[config.mk]
export PLATFORM = sky130hd
export DESIGN_NAME = keyword_substitution_cipher_unit
export DESIGN_NICKNAME = d
export VERILOG_FILES = /design/src/sv/kscu_pkg.sv /design/src/sv/kscu_ctrl.sv /design/src/sv/kscu_dpath.sv /design/src/sv/keyword_substitution_cipher_unit.sv
export SDC_FILE = /design/constraint.sdc
export NUM_CORES = 1
export LEC_CHECK = 0
export ABC_AREA = 1
export BUFFER_PORTS_ARGS = -buffer_cell sky130_fd_sc_hd__buf_4
export CORE_MARGIN = 1
export CORE_UTILIZATION = 55
export DETAILED_ROUTE_END_ITERATION = 6
export HOLD_SLACK_MARGIN = 0.02
export PLACE_DENSITY = 0.71
export SYNTH_ARGS = -nofsm -noshare
export SYNTH_HDL_FRONTEND = slang
export SYNTH_SLANG_ARGS = --single-unit
[constraint.sdc]
create_clock -name clk -period 10.9 [get_ports clk]
set_input_delay 2.18 -clock clk [delete_from_list [all_inputs] [get_ports clk]]
set_output_delay 2.18 -clock clk [all_outputs]
set_load 0.05 [all_outputs]
[src/sv/kscu_pkg.sv]
package kscu_pkg;

  localparam int unsigned LETTERS = 26;
  localparam int unsigned IDX_W   = 5;
  localparam int unsigned OP_W    = 3;

  localparam logic [IDX_W-1:0] LAST_IDX = IDX_W'(LETTERS - 1);
  localparam logic [IDX_W-1:0] FULL_LEN = IDX_W'(LETTERS);
  localparam logic [LETTERS-1:0] ALL_USED = '1;

  localparam logic [7:0] CHAR_UA = 8'h41;
  localparam logic [7:0] CHAR_UZ = 8'h5A;
  localparam logic [7:0] CHAR_LA = 8'h61;
  localparam logic [7:0] CHAR_LZ = 8'h7A;

  // Operation codes
  localparam logic [OP_W-1:0] OP_CLEAR   = 3'd0;
  localparam logic [OP_W-1:0] OP_KEY     = 3'd1;
  localparam logic [OP_W-1:0] OP_FINISH  = 3'd2;
  localparam logic [OP_W-1:0] OP_ENCRYPT = 3'd3;
  localparam logic [OP_W-1:0] OP_DECRYPT = 3'd4;

  typedef struct packed {
    logic             is_letter;
    logic [IDX_W-1:0] idx;
  } letter_t;

  // Commands from the controller to the datapath
  typedef struct packed {
    logic             clear;
    logic             key_byte;
    logic             walk;
    logic [IDX_W-1:0] walk_idx;
    logic             done;
    logic             text;
  } cmd_t;

  // Letter index of an ASCII letter of either case
  function automatic letter_t letter_of(input logic [7:0] b);
    letter_t r;
    logic [7:0] d;
    r = '0;
    d = '0;
    if (b >= CHAR_UA && b <= CHAR_UZ) begin
      d = b - CHAR_UA;
      r.is_letter = 1'b1;
    end else if (b >= CHAR_LA && b <= CHAR_LZ) begin
      d = b - CHAR_LA;
      r.is_letter = 1'b1;
    end
    r.idx = d[IDX_W-1:0];
    return r;
  endfunction

endpackage

[src/sv/kscu_ctrl.sv]
module kscu_ctrl (
  input  logic                      clk,
  input  logic                      rst_n,
  input  logic                      in_valid,
  input  logic [kscu_pkg::OP_W-1:0] in_op,
  output logic                      in_stall,
  input  logic                      out_valid,
  input  logic                      out_stall,
  output kscu_pkg::cmd_t            cmd
);
  import kscu_pkg::*;

  typedef enum logic [1:0] {
    S_IDLE   = 2'b01,
    S_FINISH = 2'b10
  } state_t;

  state_t           state_r, state_nxt;
  logic [IDX_W-1:0] walk_r, walk_nxt;
  logic             accept;

  // Hold input while finishing or while the result slot is blocked
  assign in_stall = (state_r != S_IDLE) || (out_valid && out_stall);
  assign accept   = in_valid && !in_stall;

  always_comb begin
    state_nxt = state_r;
    walk_nxt  = walk_r;
    cmd       = '0;
    unique case (state_r)
      S_IDLE: begin
        if (accept) begin
          case (in_op)
            OP_CLEAR: cmd.clear = 1'b1;
            OP_KEY:   cmd.key_byte = 1'b1;
            OP_FINISH: begin
              state_nxt = S_FINISH;
              walk_nxt  = '0;
            end
            OP_ENCRYPT, OP_DECRYPT: cmd.text = 1'b1;
            default: ;
          endcase
        end
      end
      S_FINISH: begin
        // Walk the alphabet, appending each unused letter
        cmd.walk     = 1'b1;
        cmd.walk_idx = walk_r;
        if (walk_r == LAST_IDX) begin
          cmd.done  = 1'b1;
          state_nxt = S_IDLE;
        end else begin
          walk_nxt = walk_r + 1'b1;
        end
      end
      default: state_nxt = S_IDLE;
    endcase
  end

  always_ff @(posedge clk) begin
    if (!rst_n) begin
      state_r <= S_IDLE;
      walk_r  <= '0;
    end else begin
      state_r <= state_nxt;
      walk_r  <= walk_nxt;
    end
  end

endmodule

[src/sv/kscu_dpath.sv]
module kscu_dpath (
  input  logic                      clk,
  input  logic                      rst_n,
  input  kscu_pkg::cmd_t            cmd,
  input  logic [kscu_pkg::OP_W-1:0] in_op,
  input  logic [7:0]                in_byte_in,
  input  logic                      out_stall,
  output logic                      out_valid,
  output logic [7:0]                out_byte_out,
  output logic                      out_status
);
  import kscu_pkg::*;

  logic [IDX_W-1:0]   fwd_r [LETTERS];
  logic [IDX_W-1:0]   fwd_nxt [LETTERS];
  logic [IDX_W-1:0]   inv_r [LETTERS];
  logic [IDX_W-1:0]   inv_nxt [LETTERS];
  logic [LETTERS-1:0] used_r, used_nxt;
  logic [IDX_W-1:0]   len_r, len_nxt;
  logic               ready_r, ready_nxt;
  logic               out_valid_r, out_valid_nxt;
  logic [7:0]         out_byte_r, out_byte_nxt;
  logic               out_status_r, out_status_nxt;

  letter_t          in_li;
  logic             app_req;
  logic             app_en;
  logic [IDX_W-1:0] app_idx;
  logic [IDX_W-1:0] look;

  assign in_li   = letter_of(in_byte_in);
  assign app_idx = cmd.walk ? cmd.walk_idx : in_li.idx;
  assign app_req = cmd.walk || (cmd.key_byte && in_li.is_letter);
  assign app_en  = app_req && !used_r[app_idx] && (len_r < FULL_LEN);

  // Key state: append letters, keeping the inverse table in step
  always_comb begin
    fwd_nxt   = fwd_r;
    inv_nxt   = inv_r;
    used_nxt  = used_r;
    len_nxt   = len_r;
    ready_nxt = ready_r;
    if (cmd.clear) begin
      used_nxt  = '0;
      len_nxt   = '0;
      ready_nxt = 1'b0;
    end
    if (app_en) begin
      fwd_nxt[len_r]    = app_idx;
      inv_nxt[app_idx]  = len_r;
      used_nxt[app_idx] = 1'b1;
      len_nxt           = len_r + 1'b1;
    end
    if (cmd.done) begin
      used_nxt  = ALL_USED;
      len_nxt   = FULL_LEN;
      ready_nxt = 1'b1;
    end
  end

  // Result word: table lookup for letters, pass-through otherwise
  always_comb begin
    look           = (in_op == OP_ENCRYPT) ? fwd_r[in_li.idx] : inv_r[in_li.idx];
    out_valid_nxt  = out_valid_r && out_stall;
    out_byte_nxt   = out_byte_r;
    out_status_nxt = out_status_r;
    if (cmd.text) begin
      out_valid_nxt = 1'b1;
      if (!ready_r) begin
        out_byte_nxt   = in_byte_in;
        out_status_nxt = 1'b1;
      end else begin
        out_byte_nxt   = in_li.is_letter ? (CHAR_UA + {3'b000, look}) : in_byte_in;
        out_status_nxt = 1'b0;
      end
    end
  end

  always_ff @(posedge clk) begin
    if (!rst_n) begin
      for (int i = 0; i < LETTERS; i++) begin
        fwd_r[i] <= IDX_W'(i);
        inv_r[i] <= IDX_W'(i);
      end
      used_r      <= ALL_USED;
      len_r       <= FULL_LEN;
      ready_r     <= 1'b1;
      out_valid_r <= 1'b0;
    end else begin
      fwd_r       <= fwd_nxt;
      inv_r       <= inv_nxt;
      used_r      <= used_nxt;
      len_r       <= len_nxt;
      ready_r     <= ready_nxt;
      out_valid_r <= out_valid_nxt;
    end
  end

  always_ff @(posedge clk) begin
    out_byte_r   <= out_byte_nxt;
    out_status_r <= out_status_nxt;
  end

  assign out_valid    = out_valid_r;
  assign out_byte_out = out_byte_r;
  assign out_status   = out_status_r;

endmodule

[src/sv/keyword_substitution_cipher_unit.sv]
// Keyword substitution cipher.
// Input channel (in_valid / in_stall, in_op, in_byte_in) takes one word per op:
// clear key, keyword byte, finish key, encrypt byte or decrypt byte.
// Output channel (out_valid / out_stall, out_byte_out, out_status) returns one
// word for each encrypt or decrypt; other ops return nothing.
// A text byte appears on the output in the cycle after it is accepted.
// Throughput: clear, keyword, encrypt and decrypt do not hold off input, so text
// streams at one byte per cycle while the result word is not blocked. For finish,
// the controller walks all 26 letters through the append path, one letter per
// cycle, with input held. The result register holds a word while out_stall is
// high; further input is also held off while that word is blocked.
// Encrypt or decrypt after clear and before finish returns the byte unchanged with status 1.
// Reset loads the identity key, marks it ready and empties the result register.
module keyword_substitution_cipher_unit (
  input  logic                      clk,
  input  logic                      rst_n,
  input  logic                      in_valid,
  output logic                      in_stall,
  input  logic [kscu_pkg::OP_W-1:0] in_op,
  input  logic [7:0]                in_byte_in,
  output logic                      out_valid,
  input  logic                      out_stall,
  output logic [7:0]                out_byte_out,
  output logic                      out_status
);
  import kscu_pkg::*;

  cmd_t cmd;

  kscu_ctrl u_ctrl (
    .clk       (clk),
    .rst_n     (rst_n),
    .in_valid  (in_valid),
    .in_op     (in_op),
    .in_stall  (in_stall),
    .out_valid (out_valid),
    .out_stall (out_stall),
    .cmd       (cmd)
  );

  kscu_dpath u_dpath (
    .clk          (clk),
    .rst_n        (rst_n),
    .cmd          (cmd),
    .in_op        (in_op),
    .in_byte_in   (in_byte_in),
    .out_stall    (out_stall),
    .out_valid    (out_valid),
    .out_byte_out (out_byte_out),
    .out_status   (out_status)
  );

endmodule

==> reports/results.ini, run 1 <==
[synthesis]
async_flop_share_pct = 0
ys_top_cells_by_count = 721 x nand2_1, 376 x nand3_1, 339 x nor2_1
synth_enable_flop_cells = 9
yosysSeqAreaShare_pct = 39.2
yosysTopAreaCell = dfxtp_1
ys_dominant_reg_cell = dfxtp_1
syn_area_um2 = 16000
synthDistinctLibCells = 45
yosys.area.top_type_share_pct = 37.6
syn_area_per_cell_um2 = 6.50
yosysMostFrequentCell = nand2_1
ys_warn_count = 0
synthTopCellsByArea = dfxtp_1 38%, nand2_1 17%, nand3_1 12%
syn_inst = 2461
ys_ff_latch = 309
syn_nets = 2486

[cts]
cts_hold_buf = 0
cts_resized = 0
clockRootBuffer = clkbuf_16
clk_pin_slew_ps = 60
clock_latency_ps = 520
cts_buffers = 35
cts_tree = built
cts_setup_buffers = 0
htreeDepth = 2
clock-sinks = 309
cts_buffer_depth = 3

[cells_and_area]
area_delta_synth_final_pct = 7.92
fin_cells = 2806
multi_input_area_um2 = 8190
drive_above_1_share_pct = 7.06
register_area_um2 = 6280
fin_nets = 2422
fillCellCount = 2742

[power_and_ir_drop]
p_switching_uw = 658
clkPwrFrac_pct = 45.4
vdd_drop_max_v = 0.000102
switching_share_pct = 26.1
p_leak_nw = 8.40
power_frac_comb_pct = 9.2
power_density_nw_per_um2 = 146
sequentialPowerShare_pct = 45.5
p_int_mw = 1.86

[die]
ios = 26
die_w_um = 173
num_rows = 62
die_h_um = 173
initial_utilization_pct = 55.9
die-area_um2 = 29800
core_area_um2 = 28600

[worst_setup_path]
crit_type = in2reg
crit_path_max_fanout = 65
end_kind = flop
cp_data_required_time_ps = 11340
r2r_setup_slack_ps = 5840
cp.arrival_ps = 8500
critPathLaunchType = primary input

[placement]
dp_hpwl_um = 30400
place_congestion = 0.949
port_buffers = 25
dpl.cell_count = 2744
pre_cts_ws_ps = 2560

[timing]
maxSlewHeadroom_pct = 28.5
worst_pin_slew_ps = 1070
drv_slew = 0
fmax_mhz = 124
setup_slack_ps = 2850
finalSetupViolations = 0
tns_ps = 0
hold_viol = 0
rsz0062_at_grt = no
period_needed_ps = 8050
period_share_pct = 73.9
finalClockSkew_ps = 23.5

[route]
wirelength_um = 50900
vias = 16200
drt_first_pass_iters = 6
wire_per_inst_um = 18.1
drtAntennaViolNets = 0
vias_per_cell = 5.77
initialDrtViolationCount = 2035
drc_errors = 0

[global_routing]
grtUsageTotal_pct = 33.8
grt_first_pass_wirelength_um = 80700
grtUsageMet2_pct = 52.7
met3_usage_pct = 7.40
grt_start_max_net_pins = 81
grt_antenna_before_repair = 1
grt_pass1_vias = 14900
busiest_layer = met2
grtUsageMet1_pct = 45.2
gr-total-overflow = 0

[hold_path]
hold_class = reg2reg

[job]
max_cap_violations = 0

[run_status]
outcome = finished clean

==> registers in the layout, summed over array words and instances (netlist names) <==
register / flops
u_dpath.used_r: 26
u_ctrl.walk_r: 5
u_dpath.out_byte_out: 8
u_dpath.out_valid: 1
u_dpath.out_status: 1
u_dpath.fwd_r: 130
u_dpath.inv_r: 130
u_dpath.ready_r: 1
u_dpath.len_r: 5
u_ctrl.state_r: 2
==> through the flow <==
stage               power [mW]  util [%]  hold WS [ps]  area, um2
CTS                       2.51      60.3           460      17300
global placement          1.39      56.5           447      16200
floorplan                 1.32         -           434      16000
finish                    2.52      60.3           459      17300
detailed placement        1.39      56.5           451      16200
global route              2.58      60.3           478      17300
==> critical path: stages <==
cell	delay (ps)
buf_4	180
inv_2	70
buf_4	650
ha_1	260
nand2_1	50
nand3_1	70
nand2_1	80
nand2_4	470
nand2_1	250
or2_1	580
nand2_1	180
o21ai_2	110
inv_2	570
nor3_1	200
nand2_1	140
nand2_2	90
nor2_8	550
nand2_2	340
clkinv_2	730
buf_4	440
nand3_1	120
nand3_1	110
==> layout by cell type (no fill, tap or decap), types with 2 or more instances in the layout <==
master	synthesis	routed
a21oi_1	91	91
a22oi_1	12	12
a31oi_1	2	2
buf_4	12	49
clkbuf_1	96	7
clkbuf_16	0	35
clkbuf_8	0	8
clkinv_1	6	8
clkinv_2	0	7
dfxtp_1	300	300
edfxtp_1	9	9
ha_1	10	10
inv_1	210	210
inv_2	6	6
nand2_1	721	721
nand2_2	4	4
nand3_1	376	376
nand3_2	38	38
nand3_4	2	2
nand4_1	73	73
nor2_1	339	338
nor2_8	2	2
nor3_1	11	11
nor3b_1	3	3
o211ai_1	16	16
o21ai_0	45	44
o21ai_1	2	2
o21ai_2	3	4
o221ai_1	2	2
o31ai_1	4	4
or2_2	6	6
xor2_1	4	4
==> layer usage <==
metal	vias to the layer above	share of wire, %
met5	-	0
met4	0	3.9
met2	858	44
li1	7780	-
met3	135	10
met1	7413	42
==> path summary, 6_finish.rpt <==
| check | startpoint | endpoint | depth (start not counted) |
|---|---|---|---|
| worst max-delay path | in_byte_in[0] | u_dpath.fwd_r[44] | 22 |
| worst min-delay path | u_dpath.fwd_r[114] | u_dpath.fwd_r[114] | 2 |
| worst max register to register | u_ctrl.state_r[0] | u_dpath.fwd_r[44] | 15 |
| worst min register to register | u_dpath.fwd_r[114] | u_dpath.fwd_r[114] | 2 |
==> power groups by stage <==
stage	sequential (mW)	clock, mW	combinational [mW]
floorplan	1.17	0	0.148
global placement	1.17	0	0.221
detailed placement	1.17	0	0.221
CTS	1.14	1.15	0.222
global route	1.14	1.19	0.245
finish	1.14	1.14	0.231
==> layout make-up <==
cell class / count / share of cell area (%)
Antenna cell: 1 / 0.0145
Clock buffer: 50 / 5.87
Clock inverter: 11 / 0.464
Inverter: 222 / 4.84
Multi-Input combinational cell: 1779 / 47.5
Sequential cell: 309 / 36.4
Tap cell: 384 / 2.78
Timing Repair Buffer: 50 / 2.20
==> kinds of logic after synthesis <==
| kind of cell | share of synthesized area (%) |
|---|---|
| DFF | 39.2 |
| adders and majority gates | 0.782 |
| AOI/OAI and AO/OA | 6.57 |
| buffers and inverters | 9.56 |
| and+or+nand+nor | 43.6 |
| xor gates and xnor gates | 0.274 |
Note: power is estimated with default switching activity, not from simulation.
==> inputs of run 2 (changes only) <==
==> constraint.sdc (replaced) <==
create_clock -name clk -period 7.54 [get_ports clk]
set_input_delay 1.508 -clock clk [delete_from_list [all_inputs] [get_ports clk]]
set_output_delay 1.508 -clock clk [all_outputs]
set_load 0.05 [all_outputs]
==> reports/results.ini, run 2 (synthesis gave the netlist of run 1 again) <==
[cells_and_area]
layout_common_cells = 721 x nand2_1, 376 x nand3_1, 339 x nor2_1
top_regs = u_dpath.fwd_r x130, u_dpath.inv_r x130, u_dpath.used_r x26
fin_cells = 2818
final_common_cell = nand2_1
fillCellCount = 2713
fin_nets = 2434
final_core_util_pct = 61.0
area_delta_synth_final_pct = 9.29
drive_above_1_share_pct = 7.73

[timing]
rsz0062_at_grt = no
finalSetupViolations = 0
hold_ws_ps = 462
drv_slew = 0
fmax_mhz = 169
worst_pin_slew_ps = 1060
period_needed_ps = 5920
maxSlewHeadroom_pct = 29.6
period_share_pct = 78.6
tns_ps = 0
finalClockSkew_ps = 22.0
hold_viol = 0

[cts]
clk_pin_slew_ps = 60
cts_buffer_depth = 3
cts_hold_buf = 0
cts_buffers = 36
clock-sinks = 309
htreeDepth = 2
cts_resized = 0
clock_latency_ps = 530
cts_tree = built
cts_setup_buffers = 0
clockRootBuffer = clkbuf_16

[worst_setup_path]
r2r_start = u_ctrl.state_r[0]
cp-endpoint = u_dpath.fwd_r[38]
crit_type = in2reg
r2r_setup_slack_ps = 3360
cp-startpoint = in_byte_in[0]
cp_data_required_time_ps = 8010
critPathLaunchType = primary input
end_kind = flop
cp.arrival_ps = 6390
ff2ff_path_depth = 13
crit_path_max_fanout = 71
r2r-end = u_dpath.inv_r[116]

[global_routing]
grt_antenna_before_repair = 1
grt_start_max_net_pins = 87
grt_pass1_vias = 14900
gr-total-overflow = 0
grt_first_pass_wirelength_um = 81300
grtUsageTotal_pct = 34.0

[route]
vias = 16400
drt_first_pass_iters = 5
initialDrtViolationCount = 2415
wire_per_inst_um = 18.2
drc_errors = 0
wirelength_um = 51400
drtAntennaViolNets = 0
vias_per_cell = 5.84

[power_and_ir_drop]
vdd_drop_max_v = 0.000153
p_leak_nw = 8.51
finalPower_mw = 3.78
power_density_nw_per_um2 = 216

[die]
die_h_um = 173
initial_utilization_pct = 55.9
core_area_um2 = 28600
die-area_um2 = 29800
die_w_um = 173
ios = 26
num_rows = 62

[hold_path]
hold_class = reg2reg

[job]
max_cap_violations = 0

[placement]
place_congestion = 0.923
dp_hpwl_um = 31900
dpl.cell_count = 2755
port_buffers = 25

[run_status]
outcome = finished clean

run 2: worst min-delay path by stage:
stage / startpoint / endpoint / slack [ps] / cells past startpoint
after floorplan: u_dpath.inv_r[4] / u_dpath.inv_r[4] / 430 / 2
after detailed placement: u_dpath.inv_r[5] / u_dpath.inv_r[5] / 450 / 2
after global placement: u_dpath.inv_r[79] / u_dpath.inv_r[79] / 450 / 2
after global routing: u_dpath.fwd_r[81] / u_dpath.fwd_r[81] / 470 / 2
after CTS: u_dpath.inv_r[2] / u_dpath.inv_r[2] / 460 / 2
final: u_dpath.fwd_r[81] / u_dpath.fwd_r[81] / 460 / 2
run 2: worst max-delay path, stage by stage:
cell,delay (ps)
buf_4,190
inv_2,80
ha_1,190
nand2_1,50
nand3_1,70
nand2_1,100
nand2_4,340
nand2_1,340
or2_1,720
nand2_1,140
o21ai_2,180
nor3_1,130
a21oi_1,190
nand2_2,120
nor2_8,340
buf_4,860
nand3_1,460
nand2_1,180
nand2_1,60
nor2_1,90
run 2: layer usage:
| layer | up-vias | global-route usage [%] | routed length, um |
|---|---|---|---|
| li1 | 7796 | - | - |
| met1 | 7570 | 48.0 | 21700 |
| met2 | 940 | 52.0 | 22300 |
| met3 | 143 | 5.11 | 5570 |
| met4 | 0 | 13.1 | 1840 |
| met5 | - | 0 | 0 |
run 2: layout make-up:
| cell class | count | area, um2 | area share [%] |
|---|---|---|---|
| inverters | 222 | 835 | 4.78 |
| clock buffers | 52 | 1090 | 6.25 |
| repair buffers | 61 | 487 | 2.79 |
| diodes | 1 | 2.50 | 0.0143 |
| flip-flops and latches | 309 | 6280 | 35.9 |
| multi-input cells | 1779 | 8190 | 46.9 |
| clock inverters | 10 | 114 | 0.652 |
| well taps | 384 | 480 | 2.75 |
run 2: power breakdown:
| part | internal, mW | switching, mW |
|---|---|---|
| clock | 1.07 | 0.714 |
| combinational | 0.0752 | 0.263 |
| sequential | 1.65 | 0.00437 |
run 2: through the flow:
| step | setup WS (ps) | cell area (um2) |
|---|---|---|
| after detailed placement | 1250 | 16300 |
| after CTS | 1790 | 17500 |
| after global placement | 1360 | 16300 |
| after floorplan | 2490 | 16000 |
| after global routing | 1300 | 17500 |
| final | 1620 | 17500 |
==> inputs of run 3 (changes only) <==
--- a/config.mk
+++ b/config.mk
@@ -11,7 +11,7 @@
 export CORE_UTILIZATION = 55
 export DETAILED_ROUTE_END_ITERATION = 6
 export HOLD_SLACK_MARGIN = 0.02
-export PLACE_DENSITY = 0.71
+export PLACE_DENSITY = 0.74
 export SYNTH_ARGS = -nofsm -noshare
 export SYNTH_HDL_FRONTEND = slang
 export SYNTH_SLANG_ARGS = --single-unit
==> constraint.sdc (replaced) <==
create_clock -name clk -period 5.3 [get_ports clk]
set_input_delay 1.06 -clock clk [delete_from_list [all_inputs] [get_ports clk]]
set_output_delay 1.06 -clock clk [all_outputs]
set_load 0.05 [all_outputs]
==> reports/results.ini, run 3 (synthesis gave the netlist of run 1 again) <==
[run_status]
outcome = finished clean

[global_routing]
grt_pass1_vias = 15200
grt_first_pass_wirelength_um = 81400
grtUsageTotal_pct = 33.8
grt_start_max_net_pins = 133
gr-total-overflow = 0
grt_antenna_before_repair = 0

[worst_setup_path]
critPathSlowestCell = nand2_1
end_kind = flop
r2r_start = u_ctrl.state_r[0]
r2r_setup_slack_ps = 1690
path_buf_inv = 8
ff2ff_path_depth = 15
cp_data_required_time_ps = 5570
r2r-end = u_dpath.fwd_r[80]
cp_top_family = simple AND/OR/NAND/NOR gates
max_stage_delay_ps = 480
cp-startpoint = in_byte_in[0]
worst-path-stages = 26
critPathLaunchType = primary input
cp-endpoint = u_dpath.out_byte_out[2]
cp_common_cell = nand2_1
crit_type = in2reg
crit_path_max_fanout = 16
cp.arrival_ps = 4660

[timing]
period_needed_ps = 4390
hold_viol = 0
drv_slew = 0
maxSlewHeadroom_pct = 24.9
rsz0062_at_grt = no
fmax_mhz = 228
worst_pin_slew_ps = 1120
period_share_pct = 82.8
tns_ps = 0
finalSetupViolations = 0
finalClockSkew_ps = 19.0

[job]
max_cap_violations = 0

[cells_and_area]
top_regs = u_dpath.fwd_r x130, u_dpath.inv_r x130, u_dpath.used_r x26
layout_common_cells = 721 x nand2_1, 376 x nand3_1, 339 x nor2_1
final_common_cell = nand2_1
diodes = 0
area_delta_synth_final_pct = 9.60
fin_nets = 2439
drive_above_1_share_pct = 7.68
fillCellCount = 2760
register_area_um2 = 6280
multi_input_area_um2 = 8190
final_core_util_pct = 61.2

[die]
initial_utilization_pct = 55.9
core_area_um2 = 28600
die_h_um = 173
die_w_um = 173
ios = 26
num_rows = 62
die-area_um2 = 29800

[power_and_ir_drop]
power_density_nw_per_um2 = 302
p_leak_nw = 8.53
vdd_drop_max_v = 0.000238

[route]
wire_per_inst_um = 18.1
wirelength_um = 51000
vias = 16400
drc_errors = 0
initialDrtViolationCount = 1942
vias_per_cell = 5.81
drt_first_pass_iters = 7
drtAntennaViolNets = 0

[cts]
cts_hold_buf = 0
clk_pin_slew_ps = 50
clock-sinks = 309
cts_buffer_depth = 3
clockRootBuffer = clkbuf_16
cts_tree = built
cts_setup_buffers = 0
cts_buffers = 36
cts_resized = 0
clock_latency_ps = 520
htreeDepth = 2

[placement]
dp_hpwl_um = 31400
place_congestion = 0.919
port_buffers = 25

[hold_path]
hold_class = reg2reg

## run 3: cell count changes in the layout (fill, tap and decap cells not counted)
cell      before  now
buf_12         2    7
clkbuf_1       4    7
clkbuf_8      11    9
clkinv_2       5    4
clkinv_4       1    0
diode_2        1    0
inv_6          2    0
## run 3: how the worst min path moves through the flow
stage | startpoint | to | cells after the start
final | u_dpath.inv_r[79] | u_dpath.inv_r[79] | 2
after global routing | u_dpath.fwd_r[82] | u_dpath.fwd_r[82] | 2
after detailed placement | u_dpath.inv_r[79] | u_dpath.inv_r[79] | 2
after CTS | u_dpath.inv_r[79] | u_dpath.inv_r[79] | 2
after global placement | u_dpath.inv_r[77] | u_dpath.inv_r[77] | 2
after floorplan | u_dpath.inv_r[4] | u_dpath.inv_r[4] | 2
## run 3: layout make-up
| class | instances | area share [%] |
|---|---|---|
| Timing Repair Buffer | 66 | 3.35 |
| Inverter | 222 | 4.76 |
| Tap cell | 384 | 2.74 |
| Sequential cell | 309 | 35.8 |
| Multi-Input combinational cell | 1779 | 46.7 |
| Clock inverter | 6 | 0.471 |
| Clock buffer | 53 | 6.14 |
## run 3: metrics by stage
step | total power [mW] | instances | instance area (um2) | hold slack (ps) | setup WS (ps)
6_report | 5.29 | 2819 | 17500 | 459 | 909
5_1_grt | 5.44 | 2819 | 17500 | 475 | 712
4_1_cts | 5.30 | 2819 | 17500 | 460 | 1060
3_5_place_dp | 2.88 | 2760 | 16400 | 451 | 538
3_3_place_gp | 2.88 | 2760 | 16400 | 447 | 547
2_1_floorplan | 2.72 | 2461 | 16000 | 434 | 694
## run 3: metal layers
metal	vias up	GRT usage [%]	wire, um
li1	7824	-	-
met1	7497	44.4	20700
met2	894	53.4	22800
met3	164	6.41	5270
met4	0	16.2	2250
met5	-	0	0
## run 3: worst min-delay path, cell delays in order (launching register included)
cell and delay (ps):
dfxtp_1 300, nand2_1 60, a21oi_1 50
## run 3: where the power goes
part	switching, mW	internal, mW
clock	0.958	1.49
sequential	0.00638	2.35
combinational	0.377	0.114
